### src/rtl/rid2sid_pkg.sv
// Shared types, codes and constants of the requester ID to stream ID map.
package rid2sid_pkg;

    localparam int DEF_ENTRIES = 16;
    // Queue between front and back; depth must be a power of two.
    localparam int Q_DEPTH = 2;

    typedef enum logic {
        OP_INSERT = 1'b0,
        OP_QUERY  = 1'b1
    } op_t;

    typedef enum logic [1:0] {
        ST_INSERTED = 2'd0,
        ST_FULL     = 2'd1,
        ST_HIT      = 2'd2,
        ST_MISS     = 2'd3
    } status_t;

    typedef enum logic [1:0] {
        BK_IDLE,
        BK_SCAN,
        BK_RESP
    } bk_state_t;

    // Classified transaction handed from front to back.
    typedef struct packed {
        op_t         op;
        logic [7:0]  root;
        logic [31:0] key;     // requester ID on a query, range base on an insert
        logic [31:0] hi;      // range end, modulo 2^32
        logic [31:0] offset;  // out_base minus range base, modulo 2^32
        logic [7:0]  ttag;
    } item_t;

    // One stored table entry.
    typedef struct packed {
        logic [7:0]  root;
        logic [31:0] lo;
        logic [31:0] hi;
        logic [31:0] offset;
        logic [7:0]  ttag;
    } entry_t;

endpackage

### src/rtl/requester_id_to_stream_id_map.sv
// Top level of the requester ID to stream ID map.
//
// Range-based ID translation table of up to ENTRIES entries kept in insertion
// order. An insert transaction (op 0) appends an entry {root_tag, range_base,
// range_count, out_base, translator_tag} and answers status 0, or status 1
// when the table is full. A query transaction (op 1) scans the entries from
// oldest to newest; the first one with a matching root tag whose range
// [base, base + count mod 2^32) holds requester_id answers status 2 with
// stream_id = requester_id - base + out_base (mod 2^32) and its translator
// tag; otherwise status 3. Non-hit results carry zero in stream_id and
// translator_out. The table is empty after reset and needs no clearing pass.
// Timing: the front queue accepts transactions while the back works, so
// req_stall only rises when the two-deep queue is full. The back handles one
// transaction at a time. An insert, and a query on an empty table, go from
// idle straight to the response state; any other query first scans the
// stored entries from oldest to newest and stops at the first hit or after
// the last entry. The scan length is set by the single read port of the
// entry RAM, which delivers one entry per cycle. The result sits in an
// output register, so the back moves on as soon as that register is empty
// or rsp_stall is low.
module requester_id_to_stream_id_map
    import rid2sid_pkg::*;
#(
    parameter int ENTRIES = DEF_ENTRIES
)
(
    input  logic        clk,
    input  logic        rst_n,
    input  logic        req_valid,
    output logic        req_stall,
    input  logic        op,
    input  logic [7:0]  root_tag,
    input  logic [31:0] requester_id,
    input  logic [31:0] range_base,
    input  logic [31:0] range_count,
    input  logic [31:0] out_base,
    input  logic [7:0]  translator_tag,
    output logic        rsp_valid,
    input  logic        rsp_stall,
    output logic [1:0]  status,
    output logic [31:0] stream_id,
    output logic [7:0]  translator_out
);

    logic  q_vld;
    logic  q_pop;
    item_t q_item;

    // Accept and classify transactions; precompute range end and offset.
    rid2sid_front u_front (
        .clk            (clk),
        .rst_n          (rst_n),
        .req_valid      (req_valid),
        .req_stall      (req_stall),
        .op             (op),
        .root_tag       (root_tag),
        .requester_id   (requester_id),
        .range_base     (range_base),
        .range_count    (range_count),
        .out_base       (out_base),
        .translator_tag (translator_tag),
        .q_vld          (q_vld),
        .q_pop          (q_pop),
        .q_item         (q_item)
    );

    // Insert into or scan the table and hold the result until taken.
    rid2sid_back #(
        .ENTRIES (ENTRIES)
    ) u_back (
        .clk            (clk),
        .rst_n          (rst_n),
        .q_vld          (q_vld),
        .q_pop          (q_pop),
        .q_item         (q_item),
        .rsp_valid      (rsp_valid),
        .rsp_stall      (rsp_stall),
        .status         (status),
        .stream_id      (stream_id),
        .translator_out (translator_out)
    );

endmodule

### src/rtl/rid2sid_ram.sv
// Generic single-write, single-read RAM with registered read data.
module rid2sid_ram
#(
    parameter int WIDTH = 8,
    parameter int DEPTH = 16,
    localparam int AW = (DEPTH > 1) ? $clog2(DEPTH) : 1
)
(
    input  logic             clk,
    input  logic             wr_en,
    input  logic [AW-1:0]    wr_addr,
    input  logic [WIDTH-1:0] wr_data,
    input  logic             rd_en,
    input  logic [AW-1:0]    rd_addr,
    output logic [WIDTH-1:0] rd_data
);

    logic [WIDTH-1:0] mem_reg [DEPTH];
    logic [WIDTH-1:0] rd_data_reg;

    always_ff @(posedge clk)
    begin
        if (wr_en)
        begin
            mem_reg[wr_addr] <= wr_data;
        end
        if (rd_en)
        begin
            rd_data_reg <= mem_reg[rd_addr];
        end
    end

    assign rd_data = rd_data_reg;

endmodule

### src/rtl/rid2sid_front.sv
// Front end: accept transactions, precompute range end and offset, queue them.
module rid2sid_front
    import rid2sid_pkg::*;
(
    input  logic        clk,
    input  logic        rst_n,
    input  logic        req_valid,
    output logic        req_stall,
    input  logic        op,
    input  logic [7:0]  root_tag,
    input  logic [31:0] requester_id,
    input  logic [31:0] range_base,
    input  logic [31:0] range_count,
    input  logic [31:0] out_base,
    input  logic [7:0]  translator_tag,
    output logic        q_vld,
    input  logic        q_pop,
    output item_t       q_item
);

    localparam int QPW = (Q_DEPTH > 1) ? $clog2(Q_DEPTH) : 1;
    localparam int QCW = $clog2(Q_DEPTH + 1);

    item_t          fifo_reg [Q_DEPTH];
    logic [QPW-1:0] wr_ptr_reg, wr_ptr_next;
    logic [QPW-1:0] rd_ptr_reg, rd_ptr_next;
    logic [QCW-1:0] fill_reg, fill_next;
    logic           push;
    item_t          new_item;

    assign req_stall = (fill_reg == QCW'(Q_DEPTH));
    assign push      = req_valid && !req_stall;
    assign q_vld     = (fill_reg != '0);
    assign q_item    = fifo_reg[rd_ptr_reg];

    // Classify: a query carries its ID, an insert its base, precomputed end and offset.
    always_comb
    begin
        new_item.op     = op_t'(op);
        new_item.root   = root_tag;
        new_item.key    = (op_t'(op) == OP_QUERY) ? requester_id : range_base;
        new_item.hi     = range_base + range_count;
        new_item.offset = out_base - range_base;
        new_item.ttag   = translator_tag;
    end

    always_comb
    begin
        wr_ptr_next = push ? wr_ptr_reg + 1'b1 : wr_ptr_reg;
        rd_ptr_next = q_pop ? rd_ptr_reg + 1'b1 : rd_ptr_reg;
        fill_next   = fill_reg + QCW'(push) - QCW'(q_pop);
    end

    always_ff @(posedge clk or negedge rst_n)
    begin
        if (!rst_n)
        begin
            wr_ptr_reg <= '0;
            rd_ptr_reg <= '0;
            fill_reg   <= '0;
        end
        else
        begin
            wr_ptr_reg <= wr_ptr_next;
            rd_ptr_reg <= rd_ptr_next;
            fill_reg   <= fill_next;
        end
    end

    always_ff @(posedge clk)
    begin
        if (push)
        begin
            fifo_reg[wr_ptr_reg] <= new_item;
        end
    end

endmodule

### src/rtl/rid2sid_back.sv
// Back end: table insert and in-order range scan, with the result register.
module rid2sid_back
    import rid2sid_pkg::*;
#(
    parameter int ENTRIES = DEF_ENTRIES
)
(
    input  logic        clk,
    input  logic        rst_n,
    input  logic        q_vld,
    output logic        q_pop,
    input  item_t       q_item,
    output logic        rsp_valid,
    input  logic        rsp_stall,
    output logic [1:0]  status,
    output logic [31:0] stream_id,
    output logic [7:0]  translator_out
);

    localparam int IDX_W = (ENTRIES > 1) ? $clog2(ENTRIES) : 1;
    localparam int CNT_W = $clog2(ENTRIES + 1);
    localparam int ENT_W = $bits(entry_t);

    bk_state_t      state_reg, state_next;
    logic [CNT_W-1:0] count_reg, count_next;
    logic [CNT_W-1:0] issue_reg, issue_next;
    logic           chk_vld_reg, chk_vld_next;
    item_t          cur_reg, cur_next;
    status_t        res_st_reg, res_st_next;
    logic [31:0]    res_sid_reg, res_sid_next;
    logic [7:0]     res_tag_reg, res_tag_next;
    logic           out_vld_reg, out_vld_next;
    status_t        out_st_reg;
    logic [31:0]    out_sid_reg;
    logic [7:0]     out_tag_reg;

    logic           ram_we, ram_rd;
    entry_t         wr_ent, rd_ent;
    logic [ENT_W-1:0] rd_raw;
    logic           hit, has_room, scan_left, slot_free;

    assign wr_ent.root   = q_item.root;
    assign wr_ent.lo     = q_item.key;
    assign wr_ent.hi     = q_item.hi;
    assign wr_ent.offset = q_item.offset;
    assign wr_ent.ttag   = q_item.ttag;

    rid2sid_ram #(
        .WIDTH (ENT_W),
        .DEPTH (ENTRIES)
    ) u_table (
        .clk     (clk),
        .wr_en   (ram_we),
        .wr_addr (count_reg[IDX_W-1:0]),
        .wr_data (wr_ent),
        .rd_en   (ram_rd),
        .rd_addr (issue_reg[IDX_W-1:0]),
        .rd_data (rd_raw)
    );

    assign rd_ent    = entry_t'(rd_raw);
    assign has_room  = (count_reg < CNT_W'(ENTRIES));
    assign scan_left = (issue_reg < count_reg);
    assign slot_free = !out_vld_reg || !rsp_stall;
    assign hit       = chk_vld_reg && (rd_ent.root == cur_reg.root)
                       && (cur_reg.key >= rd_ent.lo) && (cur_reg.key < rd_ent.hi);

    // Next state.
    always_comb
    begin
        state_next = state_reg;
        unique case (state_reg)
            BK_IDLE:
            begin
                if (q_vld)
                begin
                    if (q_item.op == OP_INSERT || count_reg == '0)
                    begin
                        state_next = BK_RESP;
                    end
                    else
                    begin
                        state_next = BK_SCAN;
                    end
                end
            end
            BK_SCAN:
            begin
                if (hit || (!scan_left && !chk_vld_reg))
                begin
                    state_next = BK_RESP;
                end
            end
            BK_RESP:
            begin
                if (slot_free)
                begin
                    state_next = BK_IDLE;
                end
            end
            default: state_next = BK_IDLE;
        endcase
    end

    // Outputs and datapath control.
    always_comb
    begin
        q_pop        = 1'b0;
        ram_we       = 1'b0;
        ram_rd       = 1'b0;
        count_next   = count_reg;
        issue_next   = issue_reg;
        chk_vld_next = 1'b0;
        cur_next     = cur_reg;
        res_st_next  = res_st_reg;
        res_sid_next = res_sid_reg;
        res_tag_next = res_tag_reg;
        unique case (state_reg)
            BK_IDLE:
            begin
                if (q_vld)
                begin
                    q_pop        = 1'b1;
                    cur_next     = q_item;
                    res_sid_next = '0;
                    res_tag_next = '0;
                    issue_next   = '0;
                    if (q_item.op == OP_INSERT)
                    begin
                        if (has_room)
                        begin
                            ram_we      = 1'b1;
                            count_next  = count_reg + 1'b1;
                            res_st_next = ST_INSERTED;
                        end
                        else
                        begin
                            res_st_next = ST_FULL;
                        end
                    end
                    else
                    begin
                        res_st_next = ST_MISS;
                    end
                end
            end
            BK_SCAN:
            begin
                if (hit)
                begin
                    // First match in insertion order wins; drop the rest.
                    res_st_next  = ST_HIT;
                    res_sid_next = cur_reg.key + rd_ent.offset;
                    res_tag_next = rd_ent.ttag;
                end
                else if (scan_left)
                begin
                    ram_rd       = 1'b1;
                    issue_next   = issue_reg + 1'b1;
                    chk_vld_next = 1'b1;
                end
            end
            BK_RESP:
            begin
            end
            default:
            begin
            end
        endcase
    end

    always_comb
    begin
        if (state_reg == BK_RESP && slot_free)
        begin
            out_vld_next = 1'b1;
        end
        else if (!rsp_stall)
        begin
            out_vld_next = 1'b0;
        end
        else
        begin
            out_vld_next = out_vld_reg;
        end
    end

    always_ff @(posedge clk or negedge rst_n)
    begin
        if (!rst_n)
        begin
            state_reg   <= BK_IDLE;
            count_reg   <= '0;
            issue_reg   <= '0;
            chk_vld_reg <= 1'b0;
            out_vld_reg <= 1'b0;
        end
        else
        begin
            state_reg   <= state_next;
            count_reg   <= count_next;
            issue_reg   <= issue_next;
            chk_vld_reg <= chk_vld_next;
            out_vld_reg <= out_vld_next;
        end
    end

    always_ff @(posedge clk)
    begin
        cur_reg     <= cur_next;
        res_st_reg  <= res_st_next;
        res_sid_reg <= res_sid_next;
        res_tag_reg <= res_tag_next;
        if (state_reg == BK_RESP && slot_free)
        begin
            out_st_reg  <= res_st_reg;
            out_sid_reg <= res_sid_reg;
            out_tag_reg <= res_tag_reg;
        end
    end

    assign rsp_valid      = out_vld_reg;
    assign status         = out_st_reg;
    assign stream_id      = out_sid_reg;
    assign translator_out = out_tag_reg;

endmodule
### config.mk
export PLATFORM = sky130hd
export DESIGN_NAME = requester_id_to_stream_id_map
export DESIGN_NICKNAME = d
export VERILOG_FILES = /design/src/rtl/rid2sid_pkg.sv /design/src/rtl/requester_id_to_stream_id_map.sv /design/src/rtl/rid2sid_ram.sv /design/src/rtl/rid2sid_front.sv /design/src/rtl/rid2sid_back.sv
export SDC_FILE = /design/constraint.sdc
export NUM_CORES = 2
export LEC_CHECK = 0
export BUFFER_PORTS_ARGS = -buffer_cell sky130_fd_sc_hd__buf_4
export CAP_MARGIN = 20
export CORE_MARGIN = 2
export CORE_UTILIZATION = 38
export DETAILED_ROUTE_END_ITERATION = 16
export MAX_ROUTING_LAYER = met4
export SLEW_MARGIN = 25
export SYNTH_ARGS = -nofsm -noshare
export SYNTH_HDL_FRONTEND = slang
export SYNTH_SLANG_ARGS = --single-unit
### constraint.sdc
create_clock -name clk -period 12.1 [get_ports clk]
set_input_delay 2.42 -clock clk [delete_from_list [all_inputs] [get_ports clk]]
set_output_delay 2.42 -clock clk [all_outputs]
set_load 0.005 [all_outputs]
Yosys cells after proc, flatten, opt, wreduce, memory -nomap -nowiden
Memory sizes are Yosys's and may differ from the RTL's. A register that Yosys moved wholly into a read port is not among the register bits. Cells that the tools add are included.

Add/sub/neg operators: 9. Magnitude comparators: 4. Eq/ne operators: 11. Mux-type cells: 36. Bitwise gates (word level): 1. Reductions and logical operators: 23.

Operator list (count): 32-bit two-way mux (3); 32-bit adder (2); 32-bit one-hot mux with 2 select lines (1); 32-bit greater-or-equal comparator (1); 32-bit less-than comparator (1); 32-bit subtractor (1); 1-bit two-way mux (16); 8-bit two-way mux (2); 8-bit one-hot mux with 2 select lines (1); 5-bit two-way mux (3); 2-bit two-way mux (7); 5-bit by 1-bit adder with 5-bit output, second input constant (2); 2-bit by 1-bit inequality test with 1-bit output, second input constant (5); 5-bit one-hot mux with 2 select lines (1); 8-bit == test (1); 4-bit AND reduction (2); 1-bit logical AND (6); 2-bit one-hot mux with 3 select lines (1); 3-bit AND reduction (2); 1-bit zero test (5); 5-bit zero test (1); 5-bit less-than comparator (1); 5-bit less-than comparator, second input constant (1); 2-bit == test, second input constant (2); other kinds (11) (16).

Flip-flop bits (word level): 142. RAM bits: 2018. Input port bits: 149. Output and inout port bits: 44. Logic and storage cells: 102. Memories: 2.

Memories: u_back.u_table.mem_reg (depth 16, width 112, rd ports 1, clocked after Yosys merged registers in 1, wr ports 1, line rid2sid_ram.sv:18) `logic [WIDTH-1:0] mem_reg [DEPTH];`; u_front.fifo_reg (depth 2, width 113, rd ports 1, clocked after Yosys merged registers in 0, wr ports 1, line rid2sid_front.sv:24) `item_t fifo_reg [Q_DEPTH];`.

Depth between registers and ports, before layout
Word-level depth: 7. Depth in mapped cells: 12. Mapped depth without buffers: 12.

Cells and area by module
From an unflattened synthesis, not the netlist that was laid out.

Cell total of the unflattened synthesis: 4497. Area, all modules: 90350.4 sq um.

By module, submodules not included: rid2sid_ram (instances 1, cells each 2864, area each 70291.2 sq um, seq. area each 57174.8 sq um); rid2sid_front (instances 1, cells each 949, area each 12125.4 sq um, seq. area each 6886.6 sq um); rid2sid_back (instances 1, cells each 684, area each 7933.9 sq um, seq. area each 4073.9 sq um).

Worst setup path before layout
OpenSTA, ideal clock, no wires.

Kind: register to register. Start point: register u_front.rd_ptr_reg. End point: register u_back.count_reg[4]. Library setup time: 0.113 ns. Data arrival time: 9.874 ns. Required time: 11.987 ns. Setup slack: 2.113 ns. Stages on the path, launching flop included: 7. Buffers on the path: 1. Clock period less this slack: 9.987 ns. Path through: dfrtp_1 clkbuf_1 mux2_2 nor3_1 nand2_1 nor3_1 or2_2.

Cells in the longest elaborated chain, start to end: 3.

RTL lines: from (decl) (line rid2sid_front.sv:26) `logic [QPW-1:0] rd_ptr_reg, rd_ptr_next;`; from (signal assigned) (line rid2sid_front.sv:65) `rd_ptr_reg <= rd_ptr_next;`; memory 2 x 113 bit; 1-bit NOT; 4-bit AND reduction (no source line); to (signal assigned) (line rid2sid_back.sv:201) `count_reg <= count_next;`; to (decl) (line rid2sid_back.sv:25) `logic [CNT_W-1:0] count_reg, count_next;`.

No other way between the ends. A chain may end at the register's enable or synchronous reset.

Final worst setup path
Start point: register u_back.issue_reg[2]. End point: register u_back.u_table.rd_data_reg[57] (netlist: u_back.u_table.rd_data[57]), read port of u_back.u_table.mem_reg, data pin.

Cells in the longest elaborated chain, start to end: 4.

RTL lines: from (decl) (line rid2sid_back.sv:26) `logic [CNT_W-1:0] issue_reg, issue_next;`; from (signal assigned) (line rid2sid_back.sv:202) `issue_reg <= issue_next;`; 5-bit less-than comparator (line rid2sid_back.sv:63) `assign scan_left = (issue_reg < count_reg);`; 1-bit two-way mux (line rid2sid_back.sv:156) `else if (scan_left)`; 1-bit two-way mux (line rid2sid_back.sv:149) `if (hit)`; 1-bit two-way mux (line rid2sid_back.sv:118) `unique case (state_reg)`; to (decl) (line rid2sid_ram.sv:19) `logic [WIDTH-1:0] rd_data_reg;`.

Several ways; a longest one is shown, not always the timed one.

==> results.md <==
Outcome:
- The flow ran to the end, and the final reports show no timing, DRC or antenna violations.

Worst setup path:
- The worst-path maximum fanout is 51.
- The number of buffers and inverters on the critical path is 3.
- The cell family contributing the most delay on the critical path is buffers and inverters.
- The cell seen most often among critical-path stages is buf_4.
- STA puts the critical path data required time at ~13 ns.
- The classification of the worst setup path is reg2reg.
- The register-to-register path setup slack is 6.72 ns.
- The peak per-stage delay on the critical path is 1.12 ns.
- Data on the critical path arrives at its endpoint at 5.96 ns.
- The slowest cell on the critical path is dfrtp_4.
- STA classifies the critical path endpoint as a flip-flop.
- The critical path goes through buf_4, nor2b_4, buf_4, buf_4, a221oi_1, a22oi_1, nand2_1.
- The critical path launch point type is a flip-flop.

Global routing:
- Entering global routing, the biggest net connects 136 pins.
- The via count of the first global-routing pass is 47,900.
- For this run, the total global-route usage over all layers was measured as 0.213.
- The number of antenna violations at the first check in global routing is 13.
- The residual overflow from global routing is 0.
- The first global-routing pass estimated 359 mm of wire.

STA:
- The worst clock skew is 0.0832 ns.
- Setup repair after global routing left no endpoint under its margin.
- The max-slew violation total from the final report is 0.
- Subtracting the final worst setup slack from the clock period gives 5.38 ns.
- The transition at the pin with the smallest max-transition slack is 1.08 ns.
- Dividing the final minimum period by the clock period gives 0.444.
- The number of hold violations in the final report is 0.
- Measured against its own limit, the worst slew margin works out to 0.277.
- Setup violations remaining at the end of the flow were counted as 0.
- The post-route worst hold slack is 0.417 ns.
- In the final timing run, aggregate negative setup slack is 0 ns.
- The highest attainable clock frequency is around 0.19 GHz.

Routing:
- The first routing iteration left 5,271 violations.
- In the final routing, the length of wire on met1 measures roughly 110 mm.
- The via count of the routed design is 48,500.
- The via density per instance is 5.60.
- Wires add up to about 260 mm.
- In the final routed layout, each cell accounts on average for between 20 and 30 µm.
- The remaining routing DRC violations is 0.
- The residual antenna-violating net count after detailed routing is 0.
- The sum of met2 wire segment lengths after detailed routing is 125 mm.
- Signal routing reaches up to met4.
- In the detailed route, the total length drawn on met3 is 15.5 mm.
- The first-pass detailed-route iteration total is 6.

Yosys:
- Of the post-synthesis cell area, the dominant cell type holds 0.741.
- The dominant synthesized flop cell is edfxtp_1.
- The gate count of the mapped netlist is 5,034.
- The async set-or-reset flop fraction in the synthesized netlist is 0.00792.
- The total nets after synthesis is 5,353.
- After synthesis, the cell types taking the most area are edfxtp_1 74%, mux4_2 5.5%, mux2i_1 3.7%.
- For this run, the register share of the synthesized area comes to 0.746.
- After synthesis the netlist holds a flip-flop and latch count of 2,272.
- The area of the mapped netlist is 91,300 µm².
- The distinct cell type count after synthesis is 77.
- The cell type with the largest total area after synthesis is edfxtp_1.
- During synthesis, Yosys emitted a total of 0 warnings.
- The mean instance size in the synthesized netlist is 18.1 µm².
- The number of flops mapped to enable cells by yosys is 2,254.

Layout:
- The filler cell count in the final layout is a little over 20,000.
- The top cell types in the final layout, fill and taps aside, are 2,254 x edfxtp_1, 342 x mux2i_1, 271 x o21ai_0.
- The post-synthesis to final-layout area growth is 14.1%.
- The final-stage net count is 5,625.
- Of the cells placed in the final design, the portion with a size suffix greater than 1 is 0.199.
- The flip-flop count of the largest register, all copies and words added is 1,792.
- Leaving out fill and tap cells, the most frequent cell in the layout is edfxtp_1.

Floorplan:
- 193 I/O pins were placed.
- The overall die width is around 500 µm.
- The die height is 494 µm.
- The initial utilization of the core area, before any placement, comes to 0.383.
- After floorplanning, the core was divided into 179 placement rows.
- The floorplan step defined a die boundary enclosing 244,000 µm².
- The core outline area is 239,000 µm².

Power:
- The peak supply drop is 149 µV.
- The total power per unit cell area is 220 nW/µm².
- The cell leakage power is 0.0341 µW.

Placed design:
- The placed wire-length estimate is 144 mm.
- Input and output buffers added on the ports amount to about 190.
- At the end of routability-driven placement, the weighted congestion stood at 0.865.

Worst hold path:
- The min-delay analysis places its worst path in the category reg2reg.

CTS:
- The cell chosen for the clock root is clkbuf_16.
- In this run the deepest clock path goes through 3 buffers.
- The clock transition at the registers of the reported paths is about 0.070 ns.
- The buffers inserted during post-CTS setup optimization is 0.
- Clock tree synthesis inserted a total of 222 buffers.
- Buffers inserted to repair hold after CTS numbered 0.
- The number of levels the H-tree was split into is 4.
- Clock tree synthesis found a total of 2,272 sinks.
- Gates resized during post-CTS repair numbered 0.
- TritonCTS built the clock tree.
- The clock latency of the later-clocked register in the worst-skew pair is 0.89 ns.

Job:
- Across the run, the number of max-cap violations was 0.
==> where the power goes <==
group / internal (µW) / total (µW) / switching [µW]
registers: 10500 / 10900 / 416
logic: 1690 / 5040 / 3340
clock network: 3920 / 6950 / 3030
==> metrics by stage <==
step	util	power [µW]	cells	setup slack (ns)	area (µm²)
2_1_floorplan	-	14100	5034	2.11	91300
3_3_place_gp	0.406	16000	8246	6.40	96800
3_5_place_dp	0.406	16100	8247	6.39	96800
4_1_cts	0.436	23100	8662	6.61	104000
5_1_grt	0.437	23700	8666	6.22	104000
6_report	0.437	22900	8669	6.72	104000
==> metal layers <==
layer  vias up  track usage
met5         -            -
met4         0       0.0635
met3       344       0.0261
met2      1835        0.342
met1     25500        0.285
li1      20800            -
==> final timing paths <==
path | cells past startpoint | end | start
worst min register to register | 0 | u_back.translator_out[7] | u_back.res_tag_reg[7]
max in group asynchronous | 1 | u_back.issue_reg[3] | rst_n
worst max-delay path | 7 | u_back.u_table.rd_data[57] | u_back.issue_reg[2]
min in group asynchronous | 1 | u_back.rsp_valid | rst_n
worst max register to register | 7 | u_back.u_table.rd_data[57] | u_back.issue_reg[2]
worst min-delay path | 0 | u_back.translator_out[7] | u_back.res_tag_reg[7]
==> layout make-up <==
type                            instances  area (µm²)  share of cell area
Antenna cell                            5        12.5            0.000120
Clock buffer                          264        5710              0.0548
Clock inverter                        151        1580              0.0152
Inverter                              130         494             0.00474
Multi-Input combinational cell       2410       22000               0.211
Sequential cell                      2272       68200               0.654
Tap cell                             3167        3960              0.0380
Timing Repair Buffer                  270        2250              0.0216
==> synth_stat cells, types with 113 or more instances <==
cell,count
a21oi_1,202
a221oi_1,113
a22oi_1,114
clkbuf_1,157
edfxtp_1,2254
ha_1,167
inv_1,130
mux2_2,227
mux2i_1,342
mux4_2,224
nand2_1,205
o21ai_0,271
==> cell families (layout without fill, tap and decap cells) <==
kind of cell,count (synthesis),in the layout,share of synthesized area
fa+ha+maj,170,170,0.0235
flops,2272,2272,0.746
buf+inv,352,815,0.0150
simple gates,446,446,0.0223
xor+xnor,92,92,0.00882
compound gates,909,909,0.0636
mux,793,793,0.121
other cells,0,5,0
Note: power is estimated with default switching activity, not from simulation.
